==> src/hdl/brb_pkg.sv <==
// ----------------------------------------------------------------------------
// brb_pkg
// Shared types and codes of the byte ring buffer: operation kinds, result
// status codes, field widths and the result record passed to the output stage.
// ----------------------------------------------------------------------------
package brb_pkg;

    // Field widths
    localparam int KIND_W   = 2;
    localparam int BYTE_W   = 8;
    localparam int COUNT_W  = 7;
    localparam int STATUS_W = 2;
    localparam int LEVEL_W  = 9;
    localparam int SIZE_W   = 9;

    // Stream word widths
    localparam int S_TDATA_W = 16;  // count, data_byte
    localparam int M_TDATA_W = 24;  // out_byte, level
    localparam int M_TUSER_W = 3;   // has_byte, status

    // Operation kinds
    localparam logic [KIND_W-1:0] KIND_WRITE = 2'd0;
    localparam logic [KIND_W-1:0] KIND_READ  = 2'd1;
    localparam logic [KIND_W-1:0] KIND_PEEK  = 2'd2;
    localparam logic [KIND_W-1:0] KIND_FLUSH = 2'd3;

    // Result status codes
    localparam logic [STATUS_W-1:0] STATUS_OK    = 2'd0;
    localparam logic [STATUS_W-1:0] STATUS_FULL  = 2'd1;
    localparam logic [STATUS_W-1:0] STATUS_RANGE = 2'd2;

    // One result item
    typedef struct packed {
        logic [BYTE_W-1:0]   out_byte;
        logic                has_byte;
        logic [STATUS_W-1:0] status;
        logic                last;
        logic [LEVEL_W-1:0]  level;
    } brb_result_t;

endpackage

==> src/hdl/byte_ring_buffer_core.sv <==
// ----------------------------------------------------------------------------
// byte_ring_buffer_core
// Byte ring buffer with write, read, peek and flush; usable size set by a
// register of at most DEPTH slots.
//
//   Channel   Direction  Transaction
//   s_axis    in         one item: kind in tuser, data_byte/count in tdata
//   m_axis    out        one result: has_byte/status in tuser, tlast = last
//   cfg       in         buffer_size write, also empties the buffer
//
// Write, flush, error and empty-count items each produce a single result.
// A read or peek run of n bytes first fetches one byte through the storage
// read port, then delivers one byte per cycle from that port unless m_axis stalls.
// The next item is taken once the final byte enters the output register.
// Reset clears positions and level and sets size to 256; storage is not cleared.
// A stalled m_axis holds the output register and pauses the run.
// ----------------------------------------------------------------------------
module byte_ring_buffer_core #(
    parameter int DEPTH   = 256,
    parameter int MAX_RUN = 64
) (
    input  logic                          clk,
    input  logic                          rst_n,
    // Configuration
    input  logic                          cfg_wr_en,
    input  logic [brb_pkg::SIZE_W-1:0]    cfg_wr_data,
    // Item stream
    input  logic                          s_axis_tvalid,
    output logic                          s_axis_tready,
    input  logic [brb_pkg::S_TDATA_W-1:0] s_axis_tdata,  // data_byte[7:0], count[14:8]
    input  logic [brb_pkg::KIND_W-1:0]    s_axis_tuser,  // kind[1:0]
    // Result stream
    output logic                          m_axis_tvalid,
    input  logic                          m_axis_tready,
    output logic [brb_pkg::M_TDATA_W-1:0] m_axis_tdata,  // out_byte[7:0], level[16:8]
    output logic [brb_pkg::M_TUSER_W-1:0] m_axis_tuser,  // has_byte[0], status[2:1]
    output logic                          m_axis_tlast
);

    localparam int AW = (DEPTH > 1) ? $clog2(DEPTH) : 1;

    logic                       res_valid;
    logic                       res_ready;
    brb_pkg::brb_result_t       res;
    logic                       mem_wr_en;
    logic [AW-1:0]              mem_wr_addr;
    logic [brb_pkg::BYTE_W-1:0] mem_wr_data;
    logic                       mem_rd_en;
    logic [AW-1:0]              mem_rd_addr;
    logic [brb_pkg::BYTE_W-1:0] mem_rd_data;

    logic                       out_valid_reg, out_valid_next;
    brb_pkg::brb_result_t       out_res_reg;

    brb_ctrl #(
        .DEPTH   (DEPTH),
        .MAX_RUN (MAX_RUN),
        .AW      (AW)
    ) u_ctrl (
        .clk         (clk),
        .rst_n       (rst_n),
        .cfg_wr_en   (cfg_wr_en),
        .cfg_wr_data (cfg_wr_data),
        .in_valid    (s_axis_tvalid),
        .in_ready    (s_axis_tready),
        .kind        (s_axis_tuser),
        .data_byte   (s_axis_tdata[7:0]),
        .count       (s_axis_tdata[14:8]),
        .res_valid   (res_valid),
        .res_ready   (res_ready),
        .res         (res),
        .mem_wr_en   (mem_wr_en),
        .mem_wr_addr (mem_wr_addr),
        .mem_wr_data (mem_wr_data),
        .mem_rd_en   (mem_rd_en),
        .mem_rd_addr (mem_rd_addr),
        .mem_rd_data (mem_rd_data)
    );

    brb_store #(
        .DEPTH (DEPTH),
        .AW    (AW)
    ) u_store (
        .clk     (clk),
        .wr_en   (mem_wr_en),
        .wr_addr (mem_wr_addr),
        .wr_data (mem_wr_data),
        .rd_en   (mem_rd_en),
        .rd_addr (mem_rd_addr),
        .rd_data (mem_rd_data)
    );

    // Output register: free when empty or being drained this cycle
    assign res_ready = !out_valid_reg || m_axis_tready;

    always_comb
    begin
        out_valid_next = out_valid_reg;
        if (res_valid && res_ready)
        begin
            out_valid_next = 1'b1;
        end
        else if (m_axis_tready)
        begin
            out_valid_next = 1'b0;
        end
    end

    always_ff @(posedge clk or negedge rst_n)
    begin
        if (!rst_n)
        begin
            out_valid_reg <= 1'b0;
        end
        else
        begin
            out_valid_reg <= out_valid_next;
        end
    end

    // Load the result payload on each transaction into the register
    always_ff @(posedge clk)
    begin
        if (res_valid && res_ready)
        begin
            out_res_reg <= res;
        end
    end

    assign m_axis_tvalid = out_valid_reg;
    assign m_axis_tdata  = {7'd0, out_res_reg.level, out_res_reg.out_byte};
    assign m_axis_tuser  = {out_res_reg.status, out_res_reg.has_byte};
    assign m_axis_tlast  = out_res_reg.last;

endmodule

==> src/hdl/brb_store.sv <==
// ----------------------------------------------------------------------------
// brb_store
// Byte storage: one write port and one read port, read data registered and
// held between read strobes.
// ----------------------------------------------------------------------------
module brb_store #(
    parameter int DEPTH = 256,
    parameter int AW    = 8
) (
    input  logic                      clk,
    input  logic                      wr_en,
    input  logic [AW-1:0]             wr_addr,
    input  logic [brb_pkg::BYTE_W-1:0] wr_data,
    input  logic                      rd_en,
    input  logic [AW-1:0]             rd_addr,
    output logic [brb_pkg::BYTE_W-1:0] rd_data
);

    logic [brb_pkg::BYTE_W-1:0] mem [DEPTH];
    logic [brb_pkg::BYTE_W-1:0] rd_data_reg;

    // Store one byte
    always_ff @(posedge clk)
    begin
        if (wr_en)
        begin
            mem[wr_addr] <= wr_data;
        end
    end

    // Fetch one byte, hold it until the next fetch
    always_ff @(posedge clk)
    begin
        if (rd_en)
        begin
            rd_data_reg <= mem[rd_addr];
        end
    end

    assign rd_data = rd_data_reg;

endmodule

==> src/hdl/brb_ctrl.sv <==
// ----------------------------------------------------------------------------
// brb_ctrl
// Ring buffer sequencer: keeps positions, fill level and size, decodes each
// item, writes bytes into storage and steps through read and peek runs one
// byte per cycle while the result side is not stalled.
// ----------------------------------------------------------------------------
module brb_ctrl #(
    parameter int DEPTH   = 256,
    parameter int MAX_RUN = 64,
    parameter int AW      = 8
) (
    input  logic                        clk,
    input  logic                        rst_n,
    // Configuration
    input  logic                        cfg_wr_en,
    input  logic [brb_pkg::SIZE_W-1:0]  cfg_wr_data,
    // Item in
    input  logic                        in_valid,
    output logic                        in_ready,
    input  logic [brb_pkg::KIND_W-1:0]  kind,
    input  logic [brb_pkg::BYTE_W-1:0]  data_byte,
    input  logic [brb_pkg::COUNT_W-1:0] count,
    // Result out
    output logic                        res_valid,
    input  logic                        res_ready,
    output brb_pkg::brb_result_t        res,
    // Storage port
    output logic                        mem_wr_en,
    output logic [AW-1:0]               mem_wr_addr,
    output logic [brb_pkg::BYTE_W-1:0]  mem_wr_data,
    output logic                        mem_rd_en,
    output logic [AW-1:0]               mem_rd_addr,
    input  logic [brb_pkg::BYTE_W-1:0]  mem_rd_data
);

    localparam int SW = brb_pkg::SIZE_W;
    localparam int CW = (AW + 1 > SW) ? AW + 1 : SW;
    localparam int CAP = (DEPTH > 511) ? 511 : DEPTH;
    localparam logic [SW-1:0] SIZE_CAP = SW'(CAP);
    localparam logic [brb_pkg::COUNT_W-1:0] RUN_MAX = brb_pkg::COUNT_W'(MAX_RUN);

    localparam logic ST_IDLE = 1'b0;
    localparam logic ST_RUN  = 1'b1;

    logic                        state_reg, state_next;
    logic [SW-1:0]               size_reg, size_next;
    logic [AW-1:0]               rpos_reg, rpos_next;
    logic [AW-1:0]               wpos_reg, wpos_next;
    logic [SW-1:0]               fill_reg, fill_next;
    logic [AW-1:0]               run_pos_reg, run_pos_next;
    logic [brb_pkg::COUNT_W-1:0] issue_left_reg, issue_left_next;
    logic                        pend_valid_reg, pend_valid_next;
    logic                        pend_last_reg, pend_last_next;

    logic [SW-1:0]               size_used;
    logic [SW-1:0]               count_ext;
    logic                        is_full;
    logic                        is_run_kind;
    logic                        bad_count;
    logic                        start_run;
    logic                        accept;
    logic                        issue;
    logic                        pop;
    logic [CW-1:0]               run_inc_w;
    logic [AW-1:0]               run_pos_inc;
    logic [CW-1:0]               wpos_inc_w;
    logic [AW-1:0]               wpos_inc;
    logic [CW-1:0]               rpos_sum;
    logic [AW-1:0]               rpos_adv;

    // Clamp the size register into 1..min(DEPTH, 511)
    always_comb
    begin
        if (size_reg == '0)
        begin
            size_used = SW'(1);
        end
        else if (size_reg > SIZE_CAP)
        begin
            size_used = SIZE_CAP;
        end
        else
        begin
            size_used = size_reg;
        end
    end

    // Decode the item
    assign count_ext   = SW'(count);
    assign is_full     = fill_reg >= size_used;
    assign is_run_kind = (kind == brb_pkg::KIND_READ) || (kind == brb_pkg::KIND_PEEK);
    assign bad_count   = (count_ext > fill_reg) || (count > RUN_MAX);
    assign start_run   = is_run_kind && !bad_count && (count != '0);

    // Handshakes
    assign in_ready  = (state_reg == ST_IDLE) && res_ready;
    assign accept    = in_valid && in_ready;
    assign res_valid = (state_reg == ST_IDLE) ? (in_valid && !start_run) : pend_valid_reg;
    assign pop       = (state_reg == ST_RUN) && pend_valid_reg && res_ready;
    assign issue     = (state_reg == ST_RUN) && (issue_left_reg != '0)
                       && (!pend_valid_reg || pop);

    // Position arithmetic, wrapping at the used size
    assign run_inc_w   = CW'(run_pos_reg) + CW'(1);
    assign run_pos_inc = (run_inc_w == CW'(size_used)) ? '0 : AW'(run_inc_w);
    assign wpos_inc_w  = CW'(wpos_reg) + CW'(1);
    assign wpos_inc    = (wpos_inc_w == CW'(size_used)) ? '0 : AW'(wpos_inc_w);
    assign rpos_sum    = CW'(rpos_reg) + CW'(count);
    assign rpos_adv    = (rpos_sum >= CW'(size_used)) ? AW'(rpos_sum - CW'(size_used))
                                                      : AW'(rpos_sum);

    // Storage access
    assign mem_wr_en   = accept && (kind == brb_pkg::KIND_WRITE) && !is_full;
    assign mem_wr_addr = wpos_reg;
    assign mem_wr_data = data_byte;
    assign mem_rd_en   = issue;
    assign mem_rd_addr = run_pos_reg;

    // Next state
    always_comb
    begin
        state_next      = state_reg;
        size_next       = size_reg;
        rpos_next       = rpos_reg;
        wpos_next       = wpos_reg;
        fill_next       = fill_reg;
        run_pos_next    = run_pos_reg;
        issue_left_next = issue_left_reg;
        pend_valid_next = pend_valid_reg;
        pend_last_next  = pend_last_reg;

        unique case (state_reg)
            ST_IDLE:
            begin
                priority if (cfg_wr_en)
                begin
                    // New size empties the buffer
                    size_next = cfg_wr_data;
                    rpos_next = '0;
                    wpos_next = '0;
                    fill_next = '0;
                end
                else if (accept)
                begin
                    unique case (kind)
                        brb_pkg::KIND_WRITE:
                        begin
                            if (!is_full)
                            begin
                                wpos_next = wpos_inc;
                                fill_next = fill_reg + SW'(1);
                            end
                        end
                        brb_pkg::KIND_FLUSH:
                        begin
                            rpos_next = '0;
                            wpos_next = '0;
                            fill_next = '0;
                        end
                        default:
                        begin
                            if (start_run)
                            begin
                                state_next      = ST_RUN;
                                run_pos_next    = rpos_reg;
                                issue_left_next = count;
                                pend_valid_next = 1'b0;
                                if (kind == brb_pkg::KIND_READ)
                                begin
                                    fill_next = fill_reg - count_ext;
                                    rpos_next = rpos_adv;
                                end
                            end
                        end
                    endcase
                end
                else
                begin
                    // Hold while no transaction arrives
                    state_next = ST_IDLE;
                end
            end
            default:
            begin
                // Fetch the next byte when the pending slot frees up
                if (issue)
                begin
                    run_pos_next    = run_pos_inc;
                    issue_left_next = issue_left_reg - brb_pkg::COUNT_W'(1);
                    pend_valid_next = 1'b1;
                    pend_last_next  = (issue_left_reg == brb_pkg::COUNT_W'(1));
                end
                else if (pop)
                begin
                    pend_valid_next = 1'b0;
                end
                // Leave the run once the final byte is handed over
                if (pop && pend_last_reg)
                begin
                    state_next = ST_IDLE;
                end
            end
        endcase
    end

    // Result record
    always_comb
    begin
        res.out_byte = '0;
        res.has_byte = 1'b0;
        res.status   = brb_pkg::STATUS_OK;
        res.last     = 1'b1;
        res.level    = fill_reg;
        if (state_reg == ST_RUN)
        begin
            res.out_byte = mem_rd_data;
            res.has_byte = 1'b1;
            res.last     = pend_last_reg;
        end
        else
        begin
            unique case (kind)
                brb_pkg::KIND_WRITE:
                begin
                    if (is_full)
                    begin
                        res.status = brb_pkg::STATUS_FULL;
                    end
                    else
                    begin
                        res.level = fill_reg + SW'(1);
                    end
                end
                brb_pkg::KIND_FLUSH:
                begin
                    res.level = '0;
                end
                default:
                begin
                    if (bad_count)
                    begin
                        res.status = brb_pkg::STATUS_RANGE;
                    end
                end
            endcase
        end
    end

    // Control registers
    always_ff @(posedge clk or negedge rst_n)
    begin
        if (!rst_n)
        begin
            state_reg      <= ST_IDLE;
            size_reg       <= SW'(256);
            rpos_reg       <= '0;
            wpos_reg       <= '0;
            fill_reg       <= '0;
            run_pos_reg    <= '0;
            issue_left_reg <= '0;
            pend_valid_reg <= 1'b0;
            pend_last_reg  <= 1'b0;
        end
        else
        begin
            state_reg      <= state_next;
            size_reg       <= size_next;
            rpos_reg       <= rpos_next;
            wpos_reg       <= wpos_next;
            fill_reg       <= fill_next;
            run_pos_reg    <= run_pos_next;
            issue_left_reg <= issue_left_next;
            pend_valid_reg <= pend_valid_next;
            pend_last_reg  <= pend_last_next;
        end
    end

endmodule
==> config.mk <==
export PLATFORM = sky130hd
export DESIGN_NAME = byte_ring_buffer_core
export DESIGN_NICKNAME = d
export VERILOG_FILES = /design/src/hdl/brb_pkg.sv /design/src/hdl/byte_ring_buffer_core.sv /design/src/hdl/brb_store.sv /design/src/hdl/brb_ctrl.sv
export SDC_FILE = /design/constraint.sdc
export NUM_CORES = 2
export LEC_CHECK = 0
export ABC_AREA = 1
export BUFFER_PORTS_ARGS = -buffer_cell sky130_fd_sc_hd__buf_2
export CORE_ASPECT_RATIO = 0.6
export CORE_UTILIZATION = 30
export CTS_CLUSTER_SIZE = 40
export DETAILED_ROUTE_END_ITERATION = 10
export PLACE_DENSITY_LB_ADDON = 0.1
export SLEW_MARGIN = 20
export SYNTH_ARGS = -nofsm -noshare
export SYNTH_HDL_FRONTEND = slang
export SYNTH_SLANG_ARGS = --single-unit
==> constraint.sdc <==
create_clock -name clk -period 4.5 [get_ports clk]
set_input_delay 0.225 -clock clk [delete_from_list [all_inputs] [get_ports clk]]
set_output_delay 0.225 -clock clk [all_outputs]
set_load 0.05 [all_outputs]
# Word level (Yosys, flattened, before mapping)
# Memories as Yosys holds them, arrays and structs flattened. A register that Yosys moved wholly into a read port is not among the register bits.
# Cells that the tools add are included.
# classes
bitwise_logic	1
n_eq_ne	12
reduce_logical	43
muxes	56
magnitude_cmp	5
addsub	7
# ops
op	count
$mux 8	16
$mux 9	8
$mux 7	6
$pmux 9 s2	2
$pmux 8 s2	2
$mux 1	20
$add 8x1->9 const B	2
$eq 9x9->1	2
$ge 9x9->1	2
$reduce_and 5->1	3
$reduce_bool 7->1	2
$logic_and 1x1->1	13
$add 8x7->9	1
$add 9x1->9 const B	1
$gt 7x9->1	1
$gt 9x9->1 const B	1
$logic_not 9->1	1
$reduce_bool 3->1	3
$sub 9x7->9	1
$reduce_and 4->1	2
$reduce_bool 2->1	4
$reduce_bool 4->1	2
$sub 8x8->8	1
$eq 7x1->1 const B	1
other kinds (15)	27
# word_totals
mem_count	1
regBits	74
elab_cells	140
in_bits	32
output_inout_bits	30
mem_bits_rw	2048
# memory_table
memory	words	width	rd	rd_clocked_by_memory_dff	write_ports	line	rtl
u_store.mem	256	8	1	1	1	brb_store.sv:19	logic [brb_pkg::BYTE_W-1:0] mem [DEPTH];

# Longest topological paths before layout
# depth
depth_word	10
depth_mapped	23
mapped_depth_nobuf	23

# By module
# From an unflattened synthesis, not the netlist that was laid out.
# unflattened
hier_cells	7844
hier_area_um2	89569.7
# modules_own_cells
mod	seq_area_each_um2	instances	area_per_inst_um2	cells_per_inst
brb_store	61739.2	1	83476.3	7003
brb_ctrl	1302.5	1	5361.4	806
byte_ring_buffer_core	655.6	1	732.0	35

# Worst setup path after synthesis
# OpenSTA, ideal clock, no wires.
# synth_path
path_kind	flip-flop to flip-flop
start	reg out_valid_reg, in the netlist m_axis_tvalid
end	mem u_store.mem[11][0] (netlist name), enable pin
t_arrival_ns	2.877
stages_incl_launch_ff	12
n_path_buf	1
period_less_slack_ns	3.247
setup_time_ns	0.370
path_slack_ns	1.253
required_time_ns	4.130
cell_sequence	dfrtp_1 > inv_1 > or2_2 > inv_1 > nor2_1 > nand2_1 > inv_1 > nand2_4 > nor3_4 > nand2_2 > buf_2 > nor2_1
# synth_via
elab_chain_cells	8
# synth_lines
item	line	rtl
from (decl)	byte_ring_buffer_core.sv:52	logic out_valid_reg, out_valid_next;
from (signal assigned)	byte_ring_buffer_core.sv:117	out_valid_reg <= out_valid_next;
$logic_not 1->1	byte_ring_buffer_core.sv:94	assign res_ready = !out_valid_reg || m_axis_tready;
$logic_or 1x1->1	byte_ring_buffer_core.sv:94	
$logic_and 1x1->1	brb_ctrl.sv:96	assign in_ready = (state_reg == ST_IDLE) && res_ready;
via s_axis_tready	byte_ring_buffer_core.sv:29	output logic s_axis_tready,
$logic_and 1x1->1	brb_ctrl.sv:97	assign accept = in_valid && in_ready;
$logic_and 1x1->1 (2 in series)	brb_ctrl.sv:113	assign mem_wr_en = accept && (kind == brb_pkg::KIND_WRITE) && !is_full;
$mux 1	brb_store.sv:25	if (wr_en)
$mux 1 (not written as such)	brb_store.sv:27	mem[wr_addr] <= wr_data;
to (decl)	brb_store.sv:19	
# The timed path passes the listed nets, and every way through them passes these cells.

# Final worst setup path
# layout_path
start	reg u_ctrl.size_reg[8]
end	mem u_store.mem[93][0] (netlist name), enable pin
# layout_via
elab_chain_cells	8
elab_cells_between_ends	9
cone_classes	order compare: 2; mux: 4; reduce/logical: 3
# layout_lines
item	line	rtl
from (decl)	brb_ctrl.sv:46	logic [SW-1:0] size_reg, size_next;
from (signal assigned)	brb_ctrl.sv:267	size_reg <= size_next;
$gt 9x9->1	brb_ctrl.sv:78	else if (size_reg > SIZE_CAP)
$mux 9	brb_ctrl.sv:78	
$mux 9 (*)	brb_ctrl.sv:74	if (size_reg == '0)
$ge 9x9->1 (*)	brb_ctrl.sv:90	assign is_full = fill_reg >= size_used;
$logic_not 1->1 (*)	brb_ctrl.sv:113	
$logic_and 1x1->1 (*)	brb_ctrl.sv:113	
$mux 1 (*)	brb_store.sv:25	
$mux 1 (not written as such) (*)	brb_store.sv:27	
# Mark *: on every way between the ends. The rest lies on a longest branch, timed or not.

==> results_tabular.tex <==
\begin{tabular}{lr}
\hline
Metric & Value \\
\hline
\multicolumn{2}{l}{\textbf{Critical path}} \\
\quad Launch point of the worst reg-to-reg path & u\_ctrl.size\_reg[8]\$\_DFFE\_PN1P\_ \\
\quad Worst path slowest cell & sky130\_fd\_sc\_hd\_\_nor2\_1 \\
\quad Number of cells traversed by the worst register-to-register path & 15 \\
\quad Crit end category & register \\
\quad Largest driver fanout on the critical path & 15 \\
\quad Data required, critical path & $\sim$5 ns \\
\quad Critical register-to-register path endpoint & u\_store.mem[93][0]\$\_DFFE\_PP\_ \\
\quad Cell mode on critical path & sky130\_fd\_sc\_hd\_\_nand2\_1 \\
\quad Largest stage delay, worst path & 0.64 ns \\
\quad Category of the critical setup timing path & register to register \\
\quad Critical path startpoint category & register \\
\quad Data arrival time of the critical path & 4.57 ns \\
\quad Minimum setup slack among reg-to-reg paths & 0.45 ns \\
\quad Cells traversed along the worst timing path & inv\_1 > nand2\_1 > nand2\_1 > nand2\_1 > inv\_1 > ha\_1 > o21ai\_0 > nor2\_1 > nand3b\_2 > nor2\_4 > nand2\_4 > nor3\_4 > buf\_4 > nand2\_2 > nor2\_1 \\
\multicolumn{2}{l}{\textbf{CTS}} \\
\quad CTS clk-pin slew, worst paths & around 0.07 ns \\
\quad Buffer depth of the longest clock path & 4 \\
\quad Number of buffers created by CTS & between 200 and 250 \\
\quad Resize count post-CTS & 0 \\
\quad Count of clock tree sinks & $\sim$2100 \\
\quad H-tree level count & 4 \\
\quad Clock tree from TritonCTS & built \\
\quad Post-CTS Setup Bufs & 0 \\
\quad Root Buffer & sky130\_fd\_sc\_hd\_\_clkbuf\_16 \\
\quad Skew-Pair Late Insertion Delay & about 0.9 ns \\
\multicolumn{2}{l}{\textbf{Global routing}} \\
\quad Initial antenna violation count & 38 \\
\quad Global router's overall resource usage & 0.201 \\
\quad Via count of the first global-routing pass & about 60000 \\
\quad Largest net degree at the start of global routing & roughly 160 \\
\quad Global-route wire length before repair & around 450000 µm \\
\quad Overall overflow remaining after global route & 0 \\
\multicolumn{2}{l}{\textbf{Run status}} \\
\quad Outcome & finished, final reports clean \\
\multicolumn{2}{l}{\textbf{Timing}} \\
\quad Setup total negative slack & 0 ns \\
\quad Fin worst setup slack & between 0.4 and 0.5 ns \\
\quad Number of max-slew violations in the final report & 0 \\
\quad Share of the cycle needed by the critical path after routing & 0.900 \\
\quad Post-route clock skew & around 0.062 ns \\
\quad Max Fclk & approximately 250 MHz \\
\quad Pin slew with the least headroom to its limit & 1.13 ns \\
\quad Total setup violations reported at the end of the flow & 0 \\
\quad Unrepaired setup endpoints after global routing & no \\
\quad Max\_slew headroom & 0.243 \\
\quad Final Hold Fails & 0 \\
\quad Worst slack on hold paths & 0.0826 ns \\
\quad Time the final worst path needs with I/O delays and setup & roughly 4.0 ns \\
\multicolumn{2}{l}{\textbf{Die}} \\
\quad Area of the core & around 300000 µm² \\
\quad Number of primary I/O pins & 62 \\
\quad Total number of placement rows & approximately 160 \\
\quad Starting utilization of the core area & 0.303 \\
\quad Die area & about 300000 µm² \\
\quad Height of the chip & between 400 and 500 µm \\
\quad Die Width & slightly above 700 µm \\
\multicolumn{2}{l}{\textbf{Layout}} \\
\quad Number of flip-flops under the largest register name & 2048 \\
\quad Share of layout cells above drive strength 1 & 0.0945 \\
\quad Final standard cell count with taps included and fillers excluded & roughly 13000 \\
\quad Post-layout net count & just under 9000 \\
\quad Biggest register & u\_store.mem \\
\quad Area growth from synthesis to final layout & 15.3\% \\
\multicolumn{2}{l}{\textbf{Power and ir drop}} \\
\quad Leak pwr & between 30 and 40 nW \\
\quad Proportion of total power due to net switching & 0.395 \\
\quad Cell area power density & roughly 590 nW/µm² \\
\quad Power dissipated by switching net loads & around 24 mW \\
\quad Combinational Power Share & 0.348 \\
\quad Fraction of power consumed by the clock network & 0.284 \\
\quad Cell internal power dissipation & about 37 mW \\
\quad Sequential Power Share & 0.368 \\
\quad VDD IR max & between 700 and 800 µV \\
\multicolumn{2}{l}{\textbf{Synth}} \\
\quad Commonest cells post-synth & 2077 x sky130\_fd\_sc\_hd\_\_edfxtp\_1, 1965 x sky130\_fd\_sc\_hd\_\_nand2\_1, 1554 x sky130\_fd\_sc\_hd\_\_nor2\_1 \\
\quad Largest cells by area after synthesis & sky130\_fd\_sc\_hd\_\_edfxtp\_1 69\%, sky130\_fd\_sc\_hd\_\_nand2\_1 8.1\%, sky130\_fd\_sc\_hd\_\_nor2\_1 6.4\% \\
\quad Fraction of the yosys area taken by sequential cells & 0.703 \\
\quad Count of warnings emitted by yosys & 0 \\
\quad Most frequent cell after synthesis & sky130\_fd\_sc\_hd\_\_edfxtp\_1 \\
\quad Synth Instances & roughly 8300 \\
\quad Average footprint of a synthesized cell & 10.9 µm² \\
\quad Register bit total from synthesis & between 2000 and 2500 \\
\quad Synth async-reset ratio & 0.0249 \\
\quad Cell area after synthesis & 90600 µm² \\
\quad Largest area contributor in the netlist & sky130\_fd\_sc\_hd\_\_edfxtp\_1 \\
\quad Dominant synthesized flop cell & sky130\_fd\_sc\_hd\_\_edfxtp\_1 \\
\quad Number of enable-type register cells in the synthesized netlist & just over 2000 \\
\quad Synth cell types & 48 \\
\quad Area fraction of the dominant cell type after synthesis & 0.688 \\
\multicolumn{2}{l}{\textbf{Detailed routing}} \\
\quad Final wirelength & approximately 310000 µm \\
\quad Routed length per instance & roughly 25 µm \\
\quad Met2 wirelength from detailed routing & $\sim$130000 µm \\
\quad Number of detailed-routing iterations run before antenna repair & 6 \\
\quad Final antenna-violating net count & 0 \\
\quad Post-DR vias/cell & about 5 \\
\quad Uppermost metal layer occupied by signal nets & met5 \\
\quad Routed via count & between 60000 and 70000 \\
\quad Number of remaining DRC errors & 0 \\
\quad Number of violations reported at the end of detailed-routing iteration 0 & 6990 \\
\quad Detail Route met3 WL & around 22000 µm \\
\quad Routed met1 length & roughly 160000 µm \\
\multicolumn{2}{l}{\textbf{Flow run}} \\
\quad Max-cap violation count & 0 \\
\multicolumn{2}{l}{\textbf{Place}} \\
\quad I/O Buffers & 53 \\
\quad Dpl ws & approximately 0.46 ns \\
\quad Placer congestion estimate & approximately 0.86 \\
\quad Total placed cells including tap cells & $\sim$12000 \\
\quad Post-DP HPWL & between 150000 and 200000 µm \\
\multicolumn{2}{l}{\textbf{Worst hold path}} \\
\quad Tightest Hold Check Type & input port to asynchronous set/reset pin \\
\hline
\end{tabular}
==> power groups by stage <==
stage / registers [mW] / logic (mW) / clock network, mW
after global placement: 23.0 / 21.3 / 0
after global routing: 22.6 / 23.3 / 18.4
final: 22.5 / 21.3 / 17.4
after floorplan: 23.0 / 12.3 / 0
after CTS: 22.5 / 21.3 / 17.8
after detailed placement: 23.0 / 21.2 / 0
==> per-layer routing <==
layer	vias up	global-route usage
met5	-	0
met4	2	0.0317
met3	295	0.0346
met2	1947	0.286
met1	31500	0.322
li1	28900	-
==> worst max path at each step <==
stage                                               to  cells after the start  slack (ns)                           start
after CTS                 u_store.mem[93][5]$_DFFE_PP_                     15        0.48  u_ctrl.size_reg[8]$_DFFE_PN1P_
after detailed placement  u_store.mem[93][5]$_DFFE_PP_                     15        0.46  u_ctrl.size_reg[8]$_DFFE_PN1P_
final                     u_store.mem[93][0]$_DFFE_PP_                     15        0.45  u_ctrl.size_reg[8]$_DFFE_PN1P_
after floorplan           u_store.mem[11][0]$_DFFE_PP_                     11        1.25       m_axis_tvalid$_DFFE_PN0P_
after global placement    u_store.mem[93][3]$_DFFE_PP_                     15        0.41  u_ctrl.size_reg[8]$_DFFE_PN1P_
after global routing      u_store.mem[93][7]$_DFFE_PP_                     15        0.22  u_ctrl.size_reg[8]$_DFFE_PN1P_
==> through the flow <==
step,instance area [µm²],power (mW),utilization
floorplan,90600,35.2,-
global placement,97700,44.3,0.327
detailed placement,97700,44.2,0.327
CTS,104000,61.6,0.350
global route,104000,64.3,0.350
finish,104000,61.2,0.350
==> layout make-up <==
| cell class | instances | area [µm²] |
|---|---|---|
| Clock buffer | 273 | 5650 |
| Tap cell | 4003 | 5010 |
| Fill cell | 29900 | 194000 |
| Multi-Input combinational cell | 5314 | 23200 |
| Inverter | 404 | 1540 |
| Antenna cell | 6 | 15.0 |
| Sequential cell | 2130 | 63700 |
| Timing Repair Buffer | 514 | 4490 |
| Clock inverter | 103 | 803 |
==> cells in the final DEF, fill, tap and decap left out, types with 9 or more instances in the layout <==
master	count
sky130_fd_sc_hd__nand2_2	20
sky130_fd_sc_hd__clkinv_2	25
sky130_fd_sc_hd__xor2_1	11
sky130_fd_sc_hd__nand3_2	9
sky130_fd_sc_hd__o22ai_1	13
sky130_fd_sc_hd__nand2_1	1956
sky130_fd_sc_hd__buf_4	382
sky130_fd_sc_hd__clkinv_1	75
sky130_fd_sc_hd__bufinv_16	13
sky130_fd_sc_hd__nand3_1	578
sky130_fd_sc_hd__inv_1	379
sky130_fd_sc_hd__a21oi_1	129
sky130_fd_sc_hd__clkbuf_1	54
sky130_fd_sc_hd__o21ai_0	665
sky130_fd_sc_hd__buf_2	45
sky130_fd_sc_hd__or2_2	10
sky130_fd_sc_hd__nor2_1	1548
sky130_fd_sc_hd__ha_1	44
sky130_fd_sc_hd__o211ai_1	110
sky130_fd_sc_hd__edfxtp_1	2077
sky130_fd_sc_hd__buf_12	49
sky130_fd_sc_hd__clkbuf_16	216
sky130_fd_sc_hd__dlygate4sd3_1	30
sky130_fd_sc_hd__o21ai_1	135
sky130_fd_sc_hd__dfrtp_1	48
sky130_fd_sc_hd__nand4_1	16
==> worst max-delay path: cells and delay by family (launching register included) <==
kind | cells | cell delay, ns
fa+ha+maj | 1 | 0.28
simple gates | 10 | 2.02
compound gates | 1 | 0.19
flops | 1 | 0.57
buf+inv | 3 | 0.58
==> timing repair <==
item | in CTS | in global routing
setup endpoints to repair | 0 | 0
hold endpoints to repair | 549 | 0
hold buffers | 30 | 0
==> cells by family after synthesis <==
group                    Yosys count  share of synthesized area
AND/OR/NAND/NOR                 4164                      0.183
flip-flops                      2130                      0.703
AO/OA/AOI/OAI                   1070                     0.0628
buffers and inverters            889                     0.0418
adder cells (fa/ha/maj)           47                    0.00674
XOR/XNOR                          19                    0.00184
multiplexers                       7                   0.000856
other                              1                  0.0000414
No activity file was read; power rests on OpenSTA's default activity.
